[src/dhc_pkg.sv]
// ----------------------------------------------------------------------------
// dhc_pkg
// Shared types and constants of the diverging heat-map colormap.
// ----------------------------------------------------------------------------
package dhc_pkg;

	localparam int DENS_W   = 32;
	localparam int LEVEL_W  = 16;
	localparam int DIFF_W   = DENS_W + 1;
	localparam int STOP_W   = 7;
	localparam int BAND_W   = 4;
	localparam int QUEUE_DEPTH = 4;

	// Register indexes on the configuration port (byte address / 4).
	localparam logic [1:0] REG_MIN  = 2'd0;
	localparam logic [1:0] REG_MEAN = 2'd1;
	localparam logic [1:0] REG_MAX  = 2'd2;

	// Highest stop level the table can produce, used as a sanity bound.
	localparam logic [LEVEL_W-1:0] LEVEL_PEAK = 16'd64881;

	typedef enum logic [1:0] {
		CH_RED,
		CH_GREEN,
		CH_BLUE
	} channel_t;

	// One classified sample: band index k, band width d and offset u <= d.
	typedef struct packed {
		logic [BAND_W-1:0] k;
		logic [DIFF_W-1:0] d;
		logic [DIFF_W-1:0] u;
	} band_item_t;

	// Stop table in hundredths of full scale.
	function automatic logic [STOP_W-1:0] stop_level(channel_t ch, logic [BAND_W-1:0] idx);
		logic [STOP_W-1:0] r, g, b;
		begin
			case (idx)
				4'd0: begin r = 7'd33; g = 7'd19; b = 7'd2; end
				4'd1: begin r = 7'd55; g = 7'd32; b = 7'd4; end
				4'd2: begin r = 7'd75; g = 7'd51; b = 7'd18; end
				4'd3: begin r = 7'd87; g = 7'd76; b = 7'd49; end
				4'd4: begin r = 7'd96; g = 7'd91; b = 7'd76; end
				4'd5: begin r = 7'd99; g = 7'd96; b = 7'd89; end
				4'd6: begin r = 7'd78; g = 7'd92; b = 7'd90; end
				4'd7: begin r = 7'd50; g = 7'd80; b = 7'd76; end
				4'd8: begin r = 7'd21; g = 7'd59; b = 7'd56; end
				4'd9: begin r = 7'd0;  g = 7'd40; b = 7'd37; end
				4'd10: begin r = 7'd0; g = 7'd24; b = 7'd19; end
				default: begin r = 7'd0; g = 7'd0; b = 7'd0; end
			endcase
			case (ch)
				CH_RED:   stop_level = r;
				CH_GREEN: stop_level = g;
				CH_BLUE:  stop_level = b;
				default:  stop_level = '0;
			endcase
		end
	endfunction

endpackage

[src/dhc_queue.sv]
// ----------------------------------------------------------------------------
// dhc_queue
// Short FIFO between the classifying front and the blending back.
// ----------------------------------------------------------------------------
module dhc_queue (
	input  logic clk,
	input  logic arst_n,
	input  logic push,
	input  dhc_pkg::band_item_t wr_item,
	output logic full,
	input  logic pop,
	output logic empty,
	output dhc_pkg::band_item_t rd_item
);
	localparam int PTR_W = $clog2(dhc_pkg::QUEUE_DEPTH);

	dhc_pkg::band_item_t mem_q [dhc_pkg::QUEUE_DEPTH];
	logic [PTR_W-1:0] wr_ptr_q, rd_ptr_q;
	logic [PTR_W:0] count_q;

	assign full = (count_q == (PTR_W+1)'(dhc_pkg::QUEUE_DEPTH));
	assign empty = (count_q == '0);
	assign rd_item = mem_q[rd_ptr_q];

	always_ff @(posedge clk or negedge arst_n) begin
		if (!arst_n) begin
			wr_ptr_q <= '0;
			rd_ptr_q <= '0;
			count_q <= '0;
		end else begin
			if (push) begin
				wr_ptr_q <= wr_ptr_q + 1'b1;
			end
			if (pop) begin
				rd_ptr_q <= rd_ptr_q + 1'b1;
			end
			if (push && !pop) begin
				count_q <= count_q + 1'b1;
			end else if (pop && !push) begin
				count_q <= count_q - 1'b1;
			end
		end
	end

	always_ff @(posedge clk) begin
		if (push) begin
			mem_q[wr_ptr_q] <= wr_item;
		end
	end
endmodule

[config.mk]
export PLATFORM = sky130hd
export DESIGN_NAME = dhc_queue
export DESIGN_NICKNAME = d
export VERILOG_FILES = /design/src/dhc_pkg.sv /design/src/dhc_queue.sv
export SDC_FILE = /design/constraint.sdc
export NUM_CORES = 1
export LEC_CHECK = 0
export ABC_AREA = 0
export BUFFER_PORTS_ARGS = -buffer_cell sky130_fd_sc_hd__clkbuf_2
export CELL_PAD_IN_SITES_DETAIL_PLACEMENT = 1
export CELL_PAD_IN_SITES_GLOBAL_PLACEMENT = 2
export CORE_ASPECT_RATIO = 0.75
export CORE_UTILIZATION = 35
export CTS_CLUSTER_SIZE = 24
export DETAILED_ROUTE_END_ITERATION = 6
export PLACE_DENSITY_LB_ADDON = 0.15
export SYNTH_ARGS = -nofsm -noshare
export SYNTH_HDL_FRONTEND = slang
export SYNTH_SLANG_ARGS = --single-unit
[constraint.sdc]
create_clock -name clk -period 3.1 [get_ports clk]
set_input_delay 0.155 -clock clk [delete_from_list [all_inputs] [get_ports clk]]
set_output_delay 0.155 -clock clk [all_outputs]
set_load 0.02 [all_outputs]
# == After elaboration in Yosys (flattened, before gate mapping) ==
# Memory sizes are Yosys's and may differ from the RTL's.
# Cells that the tools add are included.
# op_classes
addsub,4
n_eq_ne,1
mux,4
reduce_logical,6
# ops
op,n
2-to-1 mux 3 bit,2
adder 2 x 1 -> 2 bit (second input constant),2
adder 3 x 1 -> 3 bit (second input constant),1
equality test 3 bit (second input constant),1
zero test 3 bit,1
subtractor 3 x 1 -> 3 bit (second input constant),1
logical AND 1 bit,2
zero test 1 bit,2
2-to-1 mux 1 bit,2
nonzero test 2 bit,1
# totals
regBits,7
mem_bits_rw,280
output_inout_bits,72
elab_cells,19
n_memories,1
# mem_list
memory,depth,width,read_ports,rd_ports_with_merged_regs,wr,line,source
mem_q,4,70,1,0,1,dhc_queue.sv:17,dhc_pkg::band_item_t mem_q [dhc_pkg::QUEUE_DEPTH];

# == Logic depth before layout (Yosys ltp) ==
# depth
ltp_word,4
mapped_depth,7
ltp_nobuf,7

# == Worst setup path after synthesis ==
# Ideal clock, no wire load.
# synth_timing
path_kind,register to register
from,reg wr_ptr_q[0]
to,mem mem_q[2][0] (netlist name) (enable)
setup_time_ps,436
arrival_ps,2255
required_ps,2664
setup_slack_ps,409
path_stages_with_launch,4
period_less_slack_ps,2691
path_cell_list,dfrtp_1 -> inv_1 -> ha_1 -> and2_1
# synth_lines
element,line,source
start: declaration,dhc_queue.sv:18,"logic [PTR_W-1:0] wr_ptr_q, rd_ptr_q;"
start signal: assignment,dhc_queue.sv:32,wr_ptr_q <= wr_ptr_q + 1'b1;
end: declaration,dhc_queue.sv:17,
# Straight into the memory's write port.

==> summary.txt <==
Status
  • Run status: finished clean

Clock tree
  • Post CTS Setup Buffer Count: 0
  • Worst skew pair latency: 540 ps
  • CTS tree: done
  • Clock Root Buffer: clkbuf_16
  • Clock transition at the registers of the reported paths: 60 ps
  • CTS sink count: 287
  • H-tree depth: 1
  • Max Root-Sink Buffers: 3
  • CTS resizes: 0
  • TritonCTS Buffers: 29

Floorplanning
  • Die footprint: 30900 sq um
  • Initial core utilization: 0.360
  • Die Y: 153 um
  • Num rows: 54
  • Core Box Area: 29400 sq um
  • # IOs: 146
  • Die width: 203 um

Global routing
  • Largest net degree at the start of global routing: 55
  • Congestion Overflow GR: 0
  • Global-route wire length before repair: 33800 um
  • GRT Overall Usage: 0.147
  • Vias in the first global route: 5703
  • Initial antenna violation count: 1

Layout
  • Commonest non-fill, non-tap cell in the layout: edfxtp_1
  • Area Growth Syn to Fin: 26.6%
  • Nets: 723
  • Most frequent cells in the layout: edfxtp_1 (280), clkbuf_2 (145), dlygate4sd3_1 (74)
  • Share of cells above drive strength 1: 0.398
  • Fillers: 2738
  • Diodes inserted: 0

Drt
  • DRT Wirelength: 21900 um
  • Initial DRC count: 157
  • Via-to-Cell Ratio: 4.68
  • Residual DRC: 0
  • Drt first pass iters: 4
  • Vias: 4951
  • WL per Instance: 20.7 um
  • Antenna-violating nets left: 0

Synthesis
  • Number of synthesized register bits: 287
  • Seq/Total Area, Yosys: 0.812
  • Post-synth cell types: 20
  • Syn_nets: 480
  • Number of synthesis warnings: 0
  • Post-Synthesis Cells: 400
  • Post-synthesis average cell area: 26.4 sq um
  • Synthesized area: 10600 sq um

Critical path
  • Crit-path max FO: 31
  • Worst setup SP type: flip-flop
  • Worst path arrival time: 2410 ps
  • Critical path type: reg -> out
  • CP required: 2940 ps
  • Crit end category: primary output
  • R2r setup slk: 1290 ps

Place
  • PortBufs: 145
  • Routability congestion estimate from global placement: 0.699
  • HPWL Detailed: 12900 um

Pwr
  • Pwr/cell area: 939 nW/um^2
  • Leak: 4.63 nW
  • Worst VDD drop: 0.412 mV
  • Power Total: 12.6 mW

STA
  • Period utilisation layout: 0.828
  • Setup TNS: 0 ps
  • Final setup viols: 0
  • Rel. slew slack: 0.595
  • RSZ-0062 raised after global routing: false
  • Slew Limit Fails: 0
  • Max Clock Skew: 7.49 ps
  • Hold Vio Cnt, Final: 0
  • FMAX: 390 MHz
  • Slew at the pin with the worst max-slew slack: 608 ps
  • Tmin final: 2570 ps

Min path
  • Hold WC Path Type: in -> reg

Run
  • Maxcap violations: 0
worst max-delay path, cell delays in order (launching register included):
cell and delay [ps]:
dfrtp_4 740, buf_12 340, mux4_2 590, clkbuf_2 180
layer usage:
| layer | up-vias | track usage | share of wire |
|---|---|---|---|
| met5 | - | 0 | 0.00078 |
| met4 | 2 | 0.0329 | 0.023 |
| met3 | 40 | 0.0396 | 0.050 |
| met2 | 109 | 0.237 | 0.48 |
| met1 | 2592 | 0.199 | 0.45 |
| li1 | 2208 | - | - |
power breakdown:
group | switching (mW) | internal, mW
registers | 0.348 | 5.08
clock network | 1.39 | 1.87
logic | 2.25 | 1.63
total | 3.99 | 8.58
worst paths after layout:
path / from / to / cells after the start
setup / recovery: rd_ptr_q[0]$_DFFE_PN0P_ / rd_item[7] / 3
hold / removal: wr_item[61] / mem_q[2][61]$_DFFE_PP_ / 2
setup reg to reg: wr_ptr_q[0]$_DFFE_PN0P_ / mem_q[3][69]$_DFFE_PP_ / 3
hold reg to reg: count_q[2]$_DFFE_PN0P_ / count_q[2]$_DFFE_PN0P_ / 1
max in group asynchronous: arst_n / rd_ptr_q[0]$_DFFE_PN0P_ / 3
min in group asynchronous: arst_n / count_q[2]$_DFFE_PN0P_ / 3
layout make-up:
type | count | area [sq um] | share of cell area
clock buffers | 37 | 756 | 0.0564
clock inverters | 16 | 121 | 0.00906
inverters | 4 | 15.0 | 0.00112
multi-input cells | 93 | 1790 | 0.134
flip-flops and latches | 287 | 8590 | 0.642
well taps | 392 | 490 | 0.0366
repair buffers | 228 | 1620 | 0.121
cells by family (layout without fill, tap and decap cells):
group | after synthesis | in the layout | share of synthesized area
flip-flops | 287 | 287 | 0.812
buffers and inverters | 20 | 285 | 0.0194
AO/OA/AOI/OAI | 1 | 1 | 0.000473
adder cells (fa/ha/maj) | 6 | 6 | 0.00781
AND/OR/NAND/NOR | 9 | 9 | 0.00461
XOR/XNOR | 6 | 6 | 0.00497
multiplexers | 71 | 71 | 0.151
synthesized netlist by cell type:
cell        n  area, sq um
fa_1        1         20.0
mux4_2     68         1530
nand2_1     2         7.51
buf_6       1         11.3
nor3_1      1         5.00
nor3b_1     1         7.51
mux4_1      2         52.6
o21ai_0     1         5.00
edfxtp_1  280         8410
clkbuf_1    1         3.75
mux2_2      1         11.3
xnor2_1     2         17.5
inv_1       4         15.0
and2_1      4         25.0
ha_1        5         62.6
dfrtp_1     7          175
nor2_1      1         3.75
buf_12      7          140
xor2_1      4         35.0
buf_2       7         35.0
flip-flops by register name, indices dropped and copies added (netlist names):
register and flops:
mem_q 280, wr_ptr_q 2, rd_ptr_q 2, count_q 3
stage by stage:
stage / hold slack [ps] / util / setup WS [ps] / area, sq um / instances
6_report: 373 / 0.456 / 533 / 13400 / 1057
5_1_grt: 351 / 0.456 / 348 / 13400 / 1057
4_1_cts: 348 / 0.456 / 440 / 13400 / 1057
3_5_place_dp: 8.08 / 0.401 / 1020 / 11800 / 930
3_3_place_gp: 4.37 / 0.401 / 1040 / 11800 / 930
2_1_floorplan: -141 / - / 409 / 10600 / 400
what timing repair did:
action,4_1_cts,5_1_grt
hold endpoints to repair,291,0
hold buffers,74,0
endpoints found under the setup margin,0,0
(Power assumes the default switching activity.)
