## config.mk

```make
export PLATFORM = sky130hd
export DESIGN_NAME = dhc_front_flat
export DESIGN_NICKNAME = d
export VERILOG_FILES = /design/src/dhc_pkg.sv /design/src/dhc_if.sv /design/src/dhc_front.sv /design/src/flat_wrapper.sv
export SDC_FILE = /design/constraint.sdc
export NUM_CORES = 1
export LEC_CHECK = 0
export ABC_CLOCK_PERIOD_IN_PS = 6300
export BUFFER_PORTS_ARGS = -buffer_cell sky130_fd_sc_hd__buf_2
export CORE_MARGIN = 1
export CORE_UTILIZATION = 55
export CTS_CLUSTER_DIAMETER = 100
export CTS_CLUSTER_SIZE = 14
export DETAILED_ROUTE_END_ITERATION = 10
export GPL_TIMING_DRIVEN = 1
export PLACE_DENSITY = 0.76
export SYNTH_ARGS = -nofsm -noshare
export SYNTH_HDL_FRONTEND = slang
export SYNTH_SLANG_ARGS = --single-unit
```

## constraint.sdc

```tcl
create_clock -name clk -period 6.3 [get_ports clk]
set_input_delay 0.315 -clock clk [delete_from_list [all_inputs] [get_ports clk]]
set_output_delay 0.315 -clock clk [all_outputs]
set_load 0.05 [all_outputs]
```

## src/dhc_pkg.sv

```systemverilog
// ----------------------------------------------------------------------------
// dhc_pkg
// Shared types and constants of the diverging heat-map colormap.
// ----------------------------------------------------------------------------
package dhc_pkg;

	localparam int DENS_W   = 32;
	localparam int LEVEL_W  = 16;
	localparam int DIFF_W   = DENS_W + 1;
	localparam int STOP_W   = 7;
	localparam int BAND_W   = 4;
	localparam int QUEUE_DEPTH = 4;

	// Register indexes on the configuration port (byte address / 4).
	localparam logic [1:0] REG_MIN  = 2'd0;
	localparam logic [1:0] REG_MEAN = 2'd1;
	localparam logic [1:0] REG_MAX  = 2'd2;

	// Highest stop level the table can produce, used as a sanity bound.
	localparam logic [LEVEL_W-1:0] LEVEL_PEAK = 16'd64881;

	typedef enum logic [1:0] {
		CH_RED,
		CH_GREEN,
		CH_BLUE
	} channel_t;

	// One classified sample: band index k, band width d and offset u <= d.
	typedef struct packed {
		logic [BAND_W-1:0] k;
		logic [DIFF_W-1:0] d;
		logic [DIFF_W-1:0] u;
	} band_item_t;

	// Stop table in hundredths of full scale.
	function automatic logic [STOP_W-1:0] stop_level(channel_t ch, logic [BAND_W-1:0] idx);
		logic [STOP_W-1:0] r, g, b;
		begin
			case (idx)
				4'd0: begin r = 7'd33; g = 7'd19; b = 7'd2; end
				4'd1: begin r = 7'd55; g = 7'd32; b = 7'd4; end
				4'd2: begin r = 7'd75; g = 7'd51; b = 7'd18; end
				4'd3: begin r = 7'd87; g = 7'd76; b = 7'd49; end
				4'd4: begin r = 7'd96; g = 7'd91; b = 7'd76; end
				4'd5: begin r = 7'd99; g = 7'd96; b = 7'd89; end
				4'd6: begin r = 7'd78; g = 7'd92; b = 7'd90; end
				4'd7: begin r = 7'd50; g = 7'd80; b = 7'd76; end
				4'd8: begin r = 7'd21; g = 7'd59; b = 7'd56; end
				4'd9: begin r = 7'd0;  g = 7'd40; b = 7'd37; end
				4'd10: begin r = 7'd0; g = 7'd24; b = 7'd19; end
				default: begin r = 7'd0; g = 7'd0; b = 7'd0; end
			endcase
			case (ch)
				CH_RED:   stop_level = r;
				CH_GREEN: stop_level = g;
				CH_BLUE:  stop_level = b;
				default:  stop_level = '0;
			endcase
		end
	endfunction

endpackage

```

## src/dhc_if.sv

```systemverilog
// ----------------------------------------------------------------------------
// dhc_sample_if / dhc_color_if
// Valid/ready channels for density samples and RGB results.
// ----------------------------------------------------------------------------
interface dhc_sample_if;
	logic valid;
	logic ready;
	logic signed [dhc_pkg::DENS_W-1:0] density_sample;

	modport source (output valid, output density_sample, input ready);
	modport sink (input valid, input density_sample, output ready);
endinterface


```

## src/dhc_front.sv

```systemverilog
// ----------------------------------------------------------------------------
// dhc_front
// Accepts samples, classifies them against min/mean/max and finds band k, u, d.
// ----------------------------------------------------------------------------
module dhc_front (
	input  logic clk,
	input  logic arst_n,
	input  logic signed [dhc_pkg::DENS_W-1:0] density_minimum,
	input  logic signed [dhc_pkg::DENS_W-1:0] density_mean,
	input  logic signed [dhc_pkg::DENS_W-1:0] density_maximum,
	dhc_sample_if.sink sample,
	input  logic full,
	output logic push,
	output dhc_pkg::band_item_t item
);
	localparam int SPAN_W = dhc_pkg::DIFF_W + 3;

	typedef enum logic [1:0] {
		CLS_TOP,
		CLS_UPPER,
		CLS_LOWER,
		CLS_BOTTOM
	} class_t;

	logic adv;
	logic v_s1, v_s2, v_s3;
	class_t cls_s1, cls_s2;
	logic [dhc_pkg::DIFF_W-1:0] diff_s1, d_s1;
	logic [SPAN_W-1:0] span_s2, d1_s2, d2_s2, d3_s2, d4_s2;
	dhc_pkg::band_item_t item_s3;

	logic signed [dhc_pkg::DIFF_W-1:0] x_e, min_e, mean_e, max_e;
	class_t cls_c;
	logic [dhc_pkg::DIFF_W-1:0] diff_c, d_c;
	logic [SPAN_W:0] t1, t2, t3, t4;
	logic [2:0] kk;
	logic [SPAN_W-1:0] u_w;
	logic [dhc_pkg::BAND_W-1:0] k_c;
	dhc_pkg::band_item_t item_c;

	assign adv = !(v_s3 && full);
	assign sample.ready = adv;
	assign push = v_s3 && !full;
	assign item = item_s3;

	// Stage 1: compare and subtract against the configured densities.
	always_comb begin
		x_e = dhc_pkg::DIFF_W'(sample.density_sample);
		min_e = dhc_pkg::DIFF_W'(density_minimum);
		mean_e = dhc_pkg::DIFF_W'(density_mean);
		max_e = dhc_pkg::DIFF_W'(density_maximum);
		if (x_e > max_e) begin
			cls_c = CLS_TOP;
		end else if (x_e > mean_e) begin
			cls_c = CLS_UPPER;
		end else if (x_e > min_e) begin
			cls_c = CLS_LOWER;
		end else begin
			cls_c = CLS_BOTTOM;
		end
		if (cls_c == CLS_UPPER) begin
			diff_c = dhc_pkg::DIFF_W'(max_e - x_e);
			d_c = dhc_pkg::DIFF_W'(max_e - mean_e);
		end else begin
			diff_c = dhc_pkg::DIFF_W'(mean_e - x_e);
			d_c = dhc_pkg::DIFF_W'(mean_e - min_e);
		end
	end

	// Stage 3: the band index is the number of multiples of d not above the span, plus 5 below the mean.
	always_comb begin
		t1 = {1'b0, span_s2} - {1'b0, d1_s2};
		t2 = {1'b0, span_s2} - {1'b0, d2_s2};
		t3 = {1'b0, span_s2} - {1'b0, d3_s2};
		t4 = {1'b0, span_s2} - {1'b0, d4_s2};
		if (!t4[SPAN_W]) begin
			kk = 3'd4; u_w = t4[SPAN_W-1:0];
		end else if (!t3[SPAN_W]) begin
			kk = 3'd3; u_w = t3[SPAN_W-1:0];
		end else if (!t2[SPAN_W]) begin
			kk = 3'd2; u_w = t2[SPAN_W-1:0];
		end else if (!t1[SPAN_W]) begin
			kk = 3'd1; u_w = t1[SPAN_W-1:0];
		end else begin
			kk = 3'd0; u_w = span_s2;
		end
		if (cls_s2 == CLS_LOWER) begin
			k_c = dhc_pkg::BAND_W'(kk) + 4'd5;
			if (k_c > 4'd9) begin
				k_c = 4'd9;
			end
		end else begin
			k_c = dhc_pkg::BAND_W'(kk);
		end
		case (cls_s2)
			CLS_TOP: begin
				item_c.k = 4'd0; item_c.d = 33'd1; item_c.u = 33'd0;
			end
			CLS_BOTTOM: begin
				// u equal to d lands exactly on the last stop.
				item_c.k = 4'd9; item_c.d = 33'd1; item_c.u = 33'd1;
			end
			default: begin
				item_c.k = k_c;
				item_c.d = d1_s2[dhc_pkg::DIFF_W-1:0];
				item_c.u = u_w[dhc_pkg::DIFF_W-1:0];
			end
		endcase
	end

	always_ff @(posedge clk or negedge arst_n) begin
		if (!arst_n) begin
			v_s1 <= 1'b0;
			v_s2 <= 1'b0;
			v_s3 <= 1'b0;
		end else if (adv) begin
			v_s1 <= sample.valid;
			v_s2 <= v_s1;
			v_s3 <= v_s2;
		end
	end

	always_ff @(posedge clk) begin
		if (adv) begin
			cls_s1 <= cls_c;
			diff_s1 <= diff_c;
			d_s1 <= d_c;
			cls_s2 <= cls_s1;
			span_s2 <= SPAN_W'({diff_s1, 2'b00}) + SPAN_W'(diff_s1);
			d1_s2 <= SPAN_W'(d_s1);
			d2_s2 <= SPAN_W'({d_s1, 1'b0});
			d3_s2 <= SPAN_W'({d_s1, 1'b0}) + SPAN_W'(d_s1);
			d4_s2 <= SPAN_W'({d_s1, 2'b00});
			item_s3 <= item_c;
		end
	end
endmodule

```

## src/flat_wrapper.sv

```systemverilog
// flat-port wrapper written by rule: the top's interface ports become plain ports
module dhc_front_flat 
  (clk, arst_n, density_minimum, density_mean, density_maximum, full, push, item, sample_valid, sample_density_sample, sample_ready);
  dhc_sample_if sample_i ();
  input  logic clk;
  input  logic arst_n;
  input  logic signed [dhc_pkg::DENS_W-1:0] density_minimum;
  input  logic signed [dhc_pkg::DENS_W-1:0] density_mean;
  input  logic signed [dhc_pkg::DENS_W-1:0] density_maximum;
  input  logic full;
  output logic push;
  output dhc_pkg::band_item_t item;
  input wire logic [$bits(sample_i.valid)-1:0] sample_valid;
  input wire logic [$bits(sample_i.density_sample)-1:0] sample_density_sample;
  output wire logic [$bits(sample_i.ready)-1:0] sample_ready;
  assign sample_i.valid = sample_valid;
  assign sample_i.density_sample = sample_density_sample;
  assign sample_ready = sample_i.ready;
  dhc_front u_core (.clk(clk), .arst_n(arst_n), .density_minimum(density_minimum), .density_mean(density_mean), .density_maximum(density_maximum), .sample(sample_i), .full(full), .push(push), .item(item));
endmodule
```

-- After elaboration in Yosys (flattened, before gate mapping)
Cells that the tools add are included.
- input port bits: 132
- register bits: 248
- logic and storage cells: 52
- output and inout port bits: 72
- mux-type cells: 16
- reduce and logical (&&, ||, !) cells: 5
- $lt $le $gt $ge: 4
- add/subtract/negate cells: 11
- equal/unequal tests: 3
- operators with widths (kind ; number):
    2-to-1 mux 33 bit ; 6
    case mux 70 bit (2 select lines) ; 1
    subtractor 32 x 32 -> 33 bit ; 4
    greater-than comparator 32 bit ; 3
    subtractor 36 x 33 -> 37 bit ; 1
    subtractor 36 x 34 -> 37 bit ; 1
    subtractor 36 x 35 -> 37 bit ; 1
    subtractor 36 x 36 -> 37 bit ; 1
    adder 35 x 33 -> 36 bit ; 1
    adder 34 x 33 -> 35 bit ; 1
    2-to-1 mux 3 bit ; 3
    2-to-1 mux 4 bit ; 2
    adder 3 x 3 -> 4 bit (second input constant) ; 1
    equality test 2 bit (second input constant) ; 2
    greater-than comparator 4 bit (second input constant) ; 1
    2-to-1 mux 2 bit ; 2
    equality test 2 x 1 -> 1 bit (second input constant) ; 1
    logical AND 1 bit ; 2
    zero test 1 bit ; 2
    zero test 2 bit ; 1
    2-to-1 mux 1 bit ; 2

-- Depth between registers and ports, before layout
Gate-level depths: netlist of the first run.
- depth in word-level cells: 10
- gate-level depth with buffers: 19
- depth with buffers taken out: 18

-- Worst setup path before layout of the first run
OpenSTA, ideal clock, no wires.
- path kind: register to register
- from: reg u_core.v_s3
- to: reg u_core.v_s1
- data arrival time: 6677 ps
- setup time: 94 ps
- period minus slack after synthesis: 6772 ps
- path buffers: 0
- setup slack: -472 ps
- required time: 6206 ps
- stages on the path, launching flop included: 3
- path through: dfrtp_1 nand2_1 mux2_2
- word-level cells in the longest chain between the ends: 1
- RTL lines (what ; line ; RTL):
    from (decl) ; dhc_front.sv:26 ; logic v_s1, v_s2, v_s3;
    from (signal assigned) ; dhc_front.sv:119 ; v_s3 <= v_s2;
    logical AND 1 bit ; dhc_front.sv:41 ; assign adv = !(v_s3 && full);
    to (signal assigned) ; dhc_front.sv:117 ; v_s1 <= sample.valid;
    to (decl) ; dhc_front.sv:26 ;
Every way passes these cells.
A chain may end at the register's enable or synchronous reset.

==> results by stage, run 1 <==
Layout:
- The number of antenna diodes in the final layout is 0.
- The post-layout instance area is 0.0290 mm^2.
- The number of nets in the layout is around 3800.
- The total of fill cells in the finished design is between 4000 and 5000.
- Of the cells placed in the final design, the portion with a size suffix greater than 1 is approximately 9.0%.
- The growth of design area from synthesis to finish is 7.96%.

CTS:
- Once the clock tree was built, the setup fixing pass inserted 0 buffers.
- CTS saw between 200 and 250 sinks.
- The TritonCTS clock tree is yes.
- After clock tree synthesis, the clock-pin slew on the worst setup and hold paths is about 0.07 ns.
- The maximum level of the CTS H-tree is 1.
- The number of hold-repair buffers added at the cts stage is 1.
- The cell chosen for the clock root is clkbuf_16.
- Counting the buffers created by CTS gives 21.
- The maximum clock insertion buffer count is 3.
- The worst-skew pair later-pin latency is ~0.54 ns.
- The number of gates given a new drive strength after cts is 0.

STA:
- The sum of negative setup slack is 0 ns.
- The tightest hold margin is 0.0226 ns.
- Once routing completed, OpenROAD measured the worst setup slack at 1.53 ns.
- The clock period could shrink to 4.77 ns.
- The final hold violation count is 0.
- The pin slew with the least headroom to its limit is 1.08 ns.
- The period utilization is 75.6%.
- Headroom to the max-slew limit came out at between 20% and 30%.
- Setup violations remaining at the end of the flow were counted as 0.
- Setup repair after global routing left no endpoint under its margin.
- The max-slew violation count is 0.
- The final worst clock skew is around 0.020 ns.
- For this run, the top clock speed supported by timing is around 210 MHz.

Detailed routing:
- In the routed layout, each cell is associated on average with a via count of 6.22.
- The count of antenna-violating nets left after detailed routing is 0.
- The residual DRC count is 0.
- The total wirelength of the detailed-routed design is ~80000 um.
- The routed wirelength normalized by instance count is 20.6 um.
- The number of violations reported at the end of detailed-routing iteration 0 is 2113.
- The first detailed-routing pass took 6 iterations.
- The total vias in the final route is 24200.

Min path:
- The worst hold path was traced through 2 stages.
- In this run the worst hold path is classified as input port to register.
- The startpoint identified for the worst hold timing path is sample_valid.

Floorplanning:
- The area inside the core boundary is between 0.04 and 0.05 mm^2.
- In this run the horizontal extent of the chip is 223 um.
- After floorplanning, the core was divided into 80 placement rows.
- The initial core utilization is 56.1%.
- The die area is 0.0498 mm^2.
- The top-level I/O count is between 200 and 250.
- The height of the die is 223 um.

Setup path:
- The peak fanout along the critical path is 46.
- For the worst setup path, the data required time is roughly 6.7 ns.
- The worst setup path is launched from a register.
- The critical path endpoint category is a register.
- The launch instance of the worst register-to-register path is u_core.d1_s2[0].
- The type of the worst setup path is register to register.
- Counting cells, the worst reg-to-reg path comes to 15.
- In this run the worst setup path begins at u_core.d1_s2[0].
- The worst register-to-register path has a setup slack of 1.53 ns.
- Data arrives at the worst endpoint at about 5 ns.

Placed design:
- The count of port buffers added during placement is roughly 200.
- The placer's final routability congestion estimate is ~0.98.
- Before CTS, the worst setup slack after placement is 1.57 ns.
- Once placement finished, the instance area stood at about 0.028 mm^2.
- Once detailed placement completed, the half-perimeter wirelength came to 65400 um.

Synth:
- In the synthesized netlist, the number of instances is approximately 3100.
- The area of the mapped netlist is 0.0269 mm^2.
- The synthesized netlist contains 102 unique library cells.
- The synthesized design contains 243 enable-type register cells.
- For this run, asynchronously set or reset flops after synthesis account for 1.22%.
- The sequential-to-total area share from yosys stat is between 20% and 30%.
- The main flop type after synthesis is edfxtp_1.
- The number of warnings issued by yosys is 0.
- A synthesized cell averages slightly below 9 um^2.
- Synthesis inferred 246 register bits.
- The number of nets handed over by synthesis was 3611.

Pwr:
- The leakage component of the power is 0.0133 uW.
- Of the total power, the share spent switching nets is 52.3%.
- In this run the power density over the cells is between 500 and 600 mW/mm^2.
- The internal power component is 7820 uW.
- The combinational power share is 72.4%.
- The worst-case vdd ir drop is 0.000282 V.
- The net switching power is 8560 uW.
- The sequential share of power is 20.3%.
- The clock network is responsible for between 7 and 8% of the overall power.

Outcome:
- The run finished with clean final reports.

Global routing:
- The pin count of the biggest net entering global routing is 170.
- After global routing the overflow that remains totals 0.
- The number of global-route vias before repair is 23400.
- The first-pass GRT wire length is 124000 um.
- The initial antenna violation count is 0.
- The global routing usage summed across all routing layers is 31.4%.

Run:
- The number of maximum-capacitance constraint violations is 0.
-- worst paths after layout --
check / end
setup / recovery: u_core.item[68]
hold / removal: u_core.v_s1
setup reg to reg: u_core.item[68]
hold reg to reg: u_core.v_s3
max in group asynchronous: u_core.v_s2
min in group asynchronous: u_core.v_s3
-- cells in the mapped netlist, types with 7 or more instances --
cell type | instances | area (um^2)
buf_2 | 17 | 85.1
a21o_1 | 141 | 1060
a311oi_1 | 11 | 96.3
o21bai_1 | 34 | 255
or3_1 | 15 | 93.8
clkbuf_1 | 45 | 169
o211ai_1 | 34 | 255
o31ai_1 | 19 | 143
a31oi_1 | 41 | 257
nand4_1 | 38 | 238
mux2i_1 | 34 | 340
xnor2_1 | 157 | 1380
nor2b_1 | 48 | 300
edfxtp_1 | 243 | 7300
a21boi_0 | 9 | 67.6
and4_1 | 7 | 61.3
a21oi_1 | 310 | 1550
nand2b_1 | 55 | 344
a221oi_1 | 8 | 70.1
o21ai_0 | 152 | 761
fa_1 | 10 | 200
xor2_1 | 95 | 832
and2_1 | 21 | 131
inv_1 | 251 | 942
nand3_1 | 59 | 295
o2111ai_1 | 10 | 87.6
nor3_1 | 44 | 220
o31a_1 | 15 | 131
o21a_1 | 51 | 383
a31o_2 | 8 | 70.1
o21ai_1 | 65 | 325
or2_2 | 13 | 81.3
a211o_1 | 7 | 61.3
and3_1 | 36 | 225
nand2_1 | 206 | 773
a211oi_1 | 48 | 360
ha_1 | 362 | 4530
nor2_1 | 238 | 893
-- critical path: stages, from the launching register on --
cell,delay (ns)
edfxtp_1,0.45
ha_1,0.25
inv_1,0.12
fa_1,0.26
a211oi_1,0.11
o21ai_0,0.41
nor4bb_1,0.67
or3_4,0.28
o221ai_4,0.13
nand2_4,0.45
nand3_1,0.31
a21oi_2,0.40
ha_1,0.21
inv_1,0.04
ha_1,0.26
a211oi_1,0.22
-- power by group through the flow --
stage / sequential, uW / clock [uW] / combinational (uW)
floorplan: 3850 / 0 / 8050
global placement: 3320 / 0 / 11400
detailed placement: 3340 / 0 / 11600
CTS: 3310 / 1220 / 11600
global route: 3380 / 1270 / 12900
finish: 3320 / 1190 / 11900
-- final cells by class --
| cell class | instances | area, um^2 | share of cell area, % |
|---|---|---|---|
| well taps | 615 | 769 | 2.65 |
| repair buffers | 213 | 1110 | 3.81 |
| multi-input cells | 2537 | 18300 | 62.9 |
| clock buffers | 29 | 556 | 1.91 |
| inverters | 252 | 946 | 3.26 |
| flip-flops and latches | 246 | 7370 | 25.4 |
| clock inverters | 1 | 8.76 | 0.0302 |
-- layer usage --
layer | global-route usage, % | share of wire (%) | routed length, um | vias to the layer above
met5 | 0 | 0 | 0 | -
met2 | 53.0 | 46 | 37200 | 895
met4 | 10.1 | 3.1 | 2470 | 0
li1 | - | - | - | 11800
met1 | 42.3 | 44 | 35700 | 11300
met3 | 2.67 | 6.1 | 4880 | 150
-- registers in the layout, indices dropped and copies added (netlist names) --
name	count
u_core.item	70
u_core.v_s3	1
u_core.d1_s2	33
u_core.d_s1	33
u_core.cls_s1	2
u_core.diff_s1	33
u_core.v_s2	1
u_core.v_s1	1
u_core.span_s2	36
u_core.cls_s2	2
u_core.d3_s2	34
-- stage by stage --
stage / cells / power (uW) / util, %
detailed placement: 3862 / 14900 / 59.3
floorplan: 3107 / 11900 / -
finish: 3893 / 16400 / 60.5
global route: 3893 / 17500 / 60.5
global placement: 3862 / 14700 / 59.3
CTS: 3893 / 16200 / 60.5
-- layout by cell type (no fill, tap or decap), types with 8 or more instances in the layout --
master and count:
a31o_2 8, clkbuf_1 8, o21a_1 51, nor2_1 238, nor2b_1 48, ha_1 361
nor3_1 44, nand3_1 59, o31ai_1 19, a211oi_1 48, nand2_1 204, or3_1 15
mux2i_1 34, a21oi_1 310, a21o_1 141, inv_1 251, edfxtp_1 243, a31oi_1 41
o21ai_1 65, a221oi_1 8, o21ai_0 152, clkbuf_16 21, o2111ai_1 10, o31a_1 15
and3_1 36, xnor2_1 157, o21bai_1 34, buf_2 203, and2_1 21, o211ai_1 34
nand2b_1 54, xor2_1 95, nand4_1 38, or2_2 13, buf_4 8, fa_1 10
a21boi_0 9, a311oi_1 11
-- kinds of logic after synthesis --
family	Yosys count	share of synthesized area, %
buffers and inverters	324	4.74
muxes	43	1.64
xor gates and xnor gates	252	8.21
adders and majority gates	372	17.6
DFF	246	27.4
and+or+nand+nor	808	14.5
AOI/OAI and AO/OA	1062	25.9
Power figures use the tool's default switching activity.
==> run 2: changes to the inputs <==
--- a/config.mk
+++ b/config.mk
@@ -5,7 +5,8 @@
 export SDC_FILE = /design/constraint.sdc
 export NUM_CORES = 1
 export LEC_CHECK = 0
-export ABC_CLOCK_PERIOD_IN_PS = 6300
+export ABC_AREA = 1
+export ABC_CLOCK_PERIOD_IN_PS = 4650
 export BUFFER_PORTS_ARGS = -buffer_cell sky130_fd_sc_hd__buf_2
 export CORE_MARGIN = 1
 export CORE_UTILIZATION = 55
@@ -13,7 +14,7 @@
 export CTS_CLUSTER_SIZE = 14
 export DETAILED_ROUTE_END_ITERATION = 10
 export GPL_TIMING_DRIVEN = 1
-export PLACE_DENSITY = 0.76
+export PLACE_DENSITY = 0.73
 export SYNTH_ARGS = -nofsm -noshare
 export SYNTH_HDL_FRONTEND = slang
 export SYNTH_SLANG_ARGS = --single-unit
==> constraint.sdc (replaced) <==
create_clock -name clk -period 4.65 [get_ports clk]
set_input_delay 0.2325 -clock clk [delete_from_list [all_inputs] [get_ports clk]]
set_output_delay 0.2325 -clock clk [all_outputs]
set_load 0.05 [all_outputs]
==> results by stage, run 2 <==
Outcome:
- Outcome: finished, final reports clean (unchanged).

Floorplanning:
- The die area was 0.0561 mm^2 (was 0.0498 mm^2).
- The row count came to 85 (was 80).
- The height of the die is 237 um (was 223 um).
- The width of the die came to 237 um (was 223 um).
- The area inside the core boundary was 0.0541 mm^2 (was 0.0479 mm^2).
- The top-level I/O count is 204 (unchanged).
- The initial core utilization is 56.0% (was 56.1%).

CTS:
- The cell chosen for the clock root was clkbuf_16 (unchanged).
- The clock input transition at the sequential cells of the worst setup and hold paths is 0.07 ns (about the same).
- The maximum clock insertion buffer count came to 3 (unchanged).
- The number of gates given a new drive strength after cts is 0 (unchanged).
- The maximum level of the CTS H-tree is 1 (unchanged).
- The number of hold-repair buffers added at the cts stage is 3 (was 1).
- The CTS sink count is 246 (unchanged).
- The number of buffers inserted during clock tree synthesis was 22 (was 21).
- The TritonCTS clock tree is yes (unchanged).
- The setup fix buffers added after clock tree synthesis is 0 (unchanged).
- The worst-skew pair later-pin latency was 0.58 ns (was 0.54 ns).

STA:
- The pin slew with the least headroom to its limit is 1.23 ns (was 1.08 ns).
- The worst slew slack as a fraction of its limit is 17.2% (was 28.1%).
- The final worst clock skew is 0.0293 ns (was 0.0204 ns).
- The shortest clock period the worst path allows after layout is 3.87 ns (was 4.77 ns).
- The period utilization came to 83.2% (was 75.6%).
- The max-slew violation count came to 0 (unchanged).
- The number of endpoints failing setup at the final stage was 0 (unchanged).
- The maximum achievable frequency came to 258 MHz (was 210 MHz).
- The final hold violation count is 0 (unchanged).
- Setup repair after global routing missed its margin: no (unchanged).
- The sum of negative setup slack is 0 ns (unchanged).

Placed design:
- The count of port buffers added during placement is 203 (unchanged).
- The placer's final routability congestion estimate was 1.08 (was 0.976).
- The placed wire-length estimate was 102000 um (was 65400 um).

Global routing:
- The first-pass GRT wire length is 179000 um (was 124000 um).
- The global route total overflow is 0 (unchanged).
- The initial antenna violation count is 3 (was 0).
- The global routing usage summed across all routing layers is 42.3% (was 31.4%).
- The pin count of the biggest net entering global routing is 116 (was 170).
- The number of global-route vias before repair is 31600 (was 23400).

Layout:
- The growth of design area from synthesis to finish is 8.19% (was 7.96%).
- The number of nets in the layout came to 5207 (was 3775).
- The flip-flop count of the largest register, all copies and words added came to 70 (unchanged).
- The fraction of final layout cells sized beyond drive strength 1 is 6.32% (was 9.00%).
- The most common library cell in the layout ignoring fill and taps is nand2_1 (was ha_1).
- Commonest non-fill, non-tap cells in the layout: nand2_1, inv_1, nor2_1 (was ha_1, a21oi_1, inv_1).

Min path:
- The type of the worst min-delay path is input port to register (unchanged).

Synth:
- Leading cell types by total area after synthesis: edfxtp_1, ha_1, nand2_1 (was edfxtp_1, ha_1, a21oi_1).
- The gate count of the mapped netlist was 4497 (was 3107).
- The count of unique library cells instantiated by Yosys came to 52 (was 102).
- The mean cell area of the mapped netlist is 6.75 um^2 (was 8.65 um^2).
- The share of Yosys cell area claimed by the top area cell type was 24.1% (was 27.1%).
- The number of enable-type register cells in the synthesized netlist was 243 (unchanged).
- The post-synth net total is 5001 (was 3611).
- The area of the mapped netlist is 0.0303 mm^2 (was 0.0269 mm^2).
- Leading cell types by count after synthesis: nand2_1, inv_1, nor2_1, a21oi_1, ha_1 (was ha_1, a21oi_1, inv_1, edfxtp_1, nor2_1).
- The share of flip-flops with an asynchronous set or reset after synthesis is 1.22% (unchanged).
- The number of warnings issued by yosys is 0 (unchanged).
- The sequential-to-total area share from yosys stat is 24.3% (was 27.4%).
- The main flop type after synthesis is edfxtp_1 (unchanged).
- The most instantiated library cell after synthesis is nand2_1 (was ha_1).
- The leading area contributor after synthesis was edfxtp_1 (unchanged).
- The flop and latch count out of synthesis is 246 (unchanged).

Setup path:
- The peak fanout along the critical path is 12 (was 46).
- The most repeated library cell on the critical path is ha_1 (unchanged).
- The buffers plus inverters on the worst setup path is 1 (was 2).
- Series of cell instances along the critical path: ha_1, a21oi_1, o21ai_0, a21oi_1, o21ai_1, nand2_1, nand3_2, a21oi_2, ha_1, inv_1, ha_1, o22ai_1 (was ha_1, inv_1, fa_1, a211oi_1, o21ai_0, nor4bb_1, or3_4, o221ai_4, nand2_4, nand3_1, a21oi_2, ha_1, inv_1, ha_1, a211oi_1).
- The arrival time reported for the critical path endpoint is 4.16 ns (was 5.12 ns).
- The critical-path cell with the highest stage delay was edfxtp_1 (was nor4bb_1).
- The kind of cell with the highest combined delay on the critical path is compound AO/OA/AOI/OAI gates (was simple AND/OR/NAND/NOR gates).
- The type of the worst setup path was register to register (unchanged).
- The largest incremental delay on the critical path came to 0.54 ns (was 0.67 ns).
- The data required time at the worst endpoint is 4.94 ns (was 6.66 ns).
- The type of origin of the critical path is a register (unchanged).
- The critical path endpoint category is a register (unchanged).

Detailed routing:
- The count of antenna-violating nets left after detailed routing is 0 (unchanged).
- The residual DRC count is 0 (unchanged).
- The number of optimization iterations in the first detailed-route pass came to 6 (unchanged).
- The routed wirelength normalized by instance count is 22.5 um (was 20.6 um).
- The number of vias per cell after detailed routing is 6.03 (was 6.22).
- The total wirelength of the detailed-routed design is 122000 um (was 80300 um).
- The total vias in the final route is 32700 (was 24200).
- The number of violations reported at the end of detailed-routing iteration 0 is 2913 (was 2113).

Pwr:
- The total design power is 26000 uW (was 16400 uW).
- The leakage component of the power is 0.0163 uW (was 0.0133 uW).
- The worst-case vdd ir drop came to 0.000525 V (was 0.000282 V).
- The power density normalized to cell area is 794 mW/mm^2 (was 564 mW/mm^2).

Run:
- The number of maximum-capacitance constraint violations is 0 (unchanged).
## run 2: cell count changes after synthesis, moves of 43 or more
cell	delta
nand2b_1	-55
a21oi_1	+134
o21ai_1	-58
nor2_1	+229
nor2b_1	-48
nand3_1	+218
a211oi_1	-43
inv_1	+378
o21ai_0	+92
nand2_1	+962
a21o_1	-115
xnor2_1	-67
xor2_1	+55
## run 2: cell type report
| cell class | instances | area, um^2 |
|---|---|---|
| diodes | 3 | 7.51 |
| clock buffers | 31 | 606 |
| clock inverters | 2 | 25.0 |
| fillers | 5231 | 21300 |
| inverters | 634 | 2380 |
| multi-input cells | 3564 | 20300 |
| flip-flops and latches | 246 | 7370 |
| well taps | 696 | 871 |
| repair buffers | 235 | 1280 |
## run 2: metal layers
layer  wire (um)  part of all wire, %  global-route usage, %
met5           0                    0                      0
met4       12200                   10                   37.0
met3        9070                  7.5                   4.86
met2       58000                   48                   74.4
met1       42200                   35                   45.0
## run 2: logic make-up after synthesis
| kind of cell | after synthesis | share of synthesized area, % |
|---|---|---|
| compound gates | 888 | 16.3 |
| simple gates | 2063 | 27.9 |
| xor+xnor | 240 | 6.93 |
| mux | 1 | 0.0371 |
| flops | 246 | 24.3 |
| fa+ha+maj | 372 | 15.6 |
| buf+inv | 687 | 8.89 |
## run 2: final timing paths
check,startpoint,end,slack (ns),cells past startpoint
worst max register to register,u_core.span_s2[9],u_core.item[68],0.78,12
min in group asynchronous,arst_n,u_core.v_s1,0.56,3
worst max-delay path,u_core.span_s2[9],u_core.item[68],0.78,12
worst min register to register,u_core.cls_s1[0],u_core.cls_s2[0],0.44,0
max in group asynchronous,arst_n,u_core.v_s3,3.93,3
worst min-delay path,density_minimum[1],u_core.d_s1[1],0.25,5
## run 2: through the flow
stage          area (um^2)  hold WS, ns  setup WS, ns  std cells  utilization [%]
2_1_floorplan        30300      -0.0631         0.558       4497                -
3_3_place_gp         32200       0.0291         0.909       5372             59.4
3_5_place_dp         32200       0.0316         0.899       5372             59.4
4_1_cts              32800        0.225         0.904       5408             60.6
5_1_grt              32800        0.279         0.667       5410             60.6
6_report             32800        0.247         0.780       5411             60.6
## run 2: report_power, final
| group | total, uW | internal (uW) | switching (uW) |
|---|---|---|---|
| logic | 19600 | 5940 | 13700 |
| clock network | 1770 | 905 | 865 |
| registers | 4680 | 3900 | 779 |
| total | 26000 | 10700 | 15300 |
## run 2: tightest hold or removal path, cell delays in order
cell	delay, ns
buf_2	0.11
fa_1	0.16
inv_1	0.04
nand2_1	0.06
nand2_1	0.05
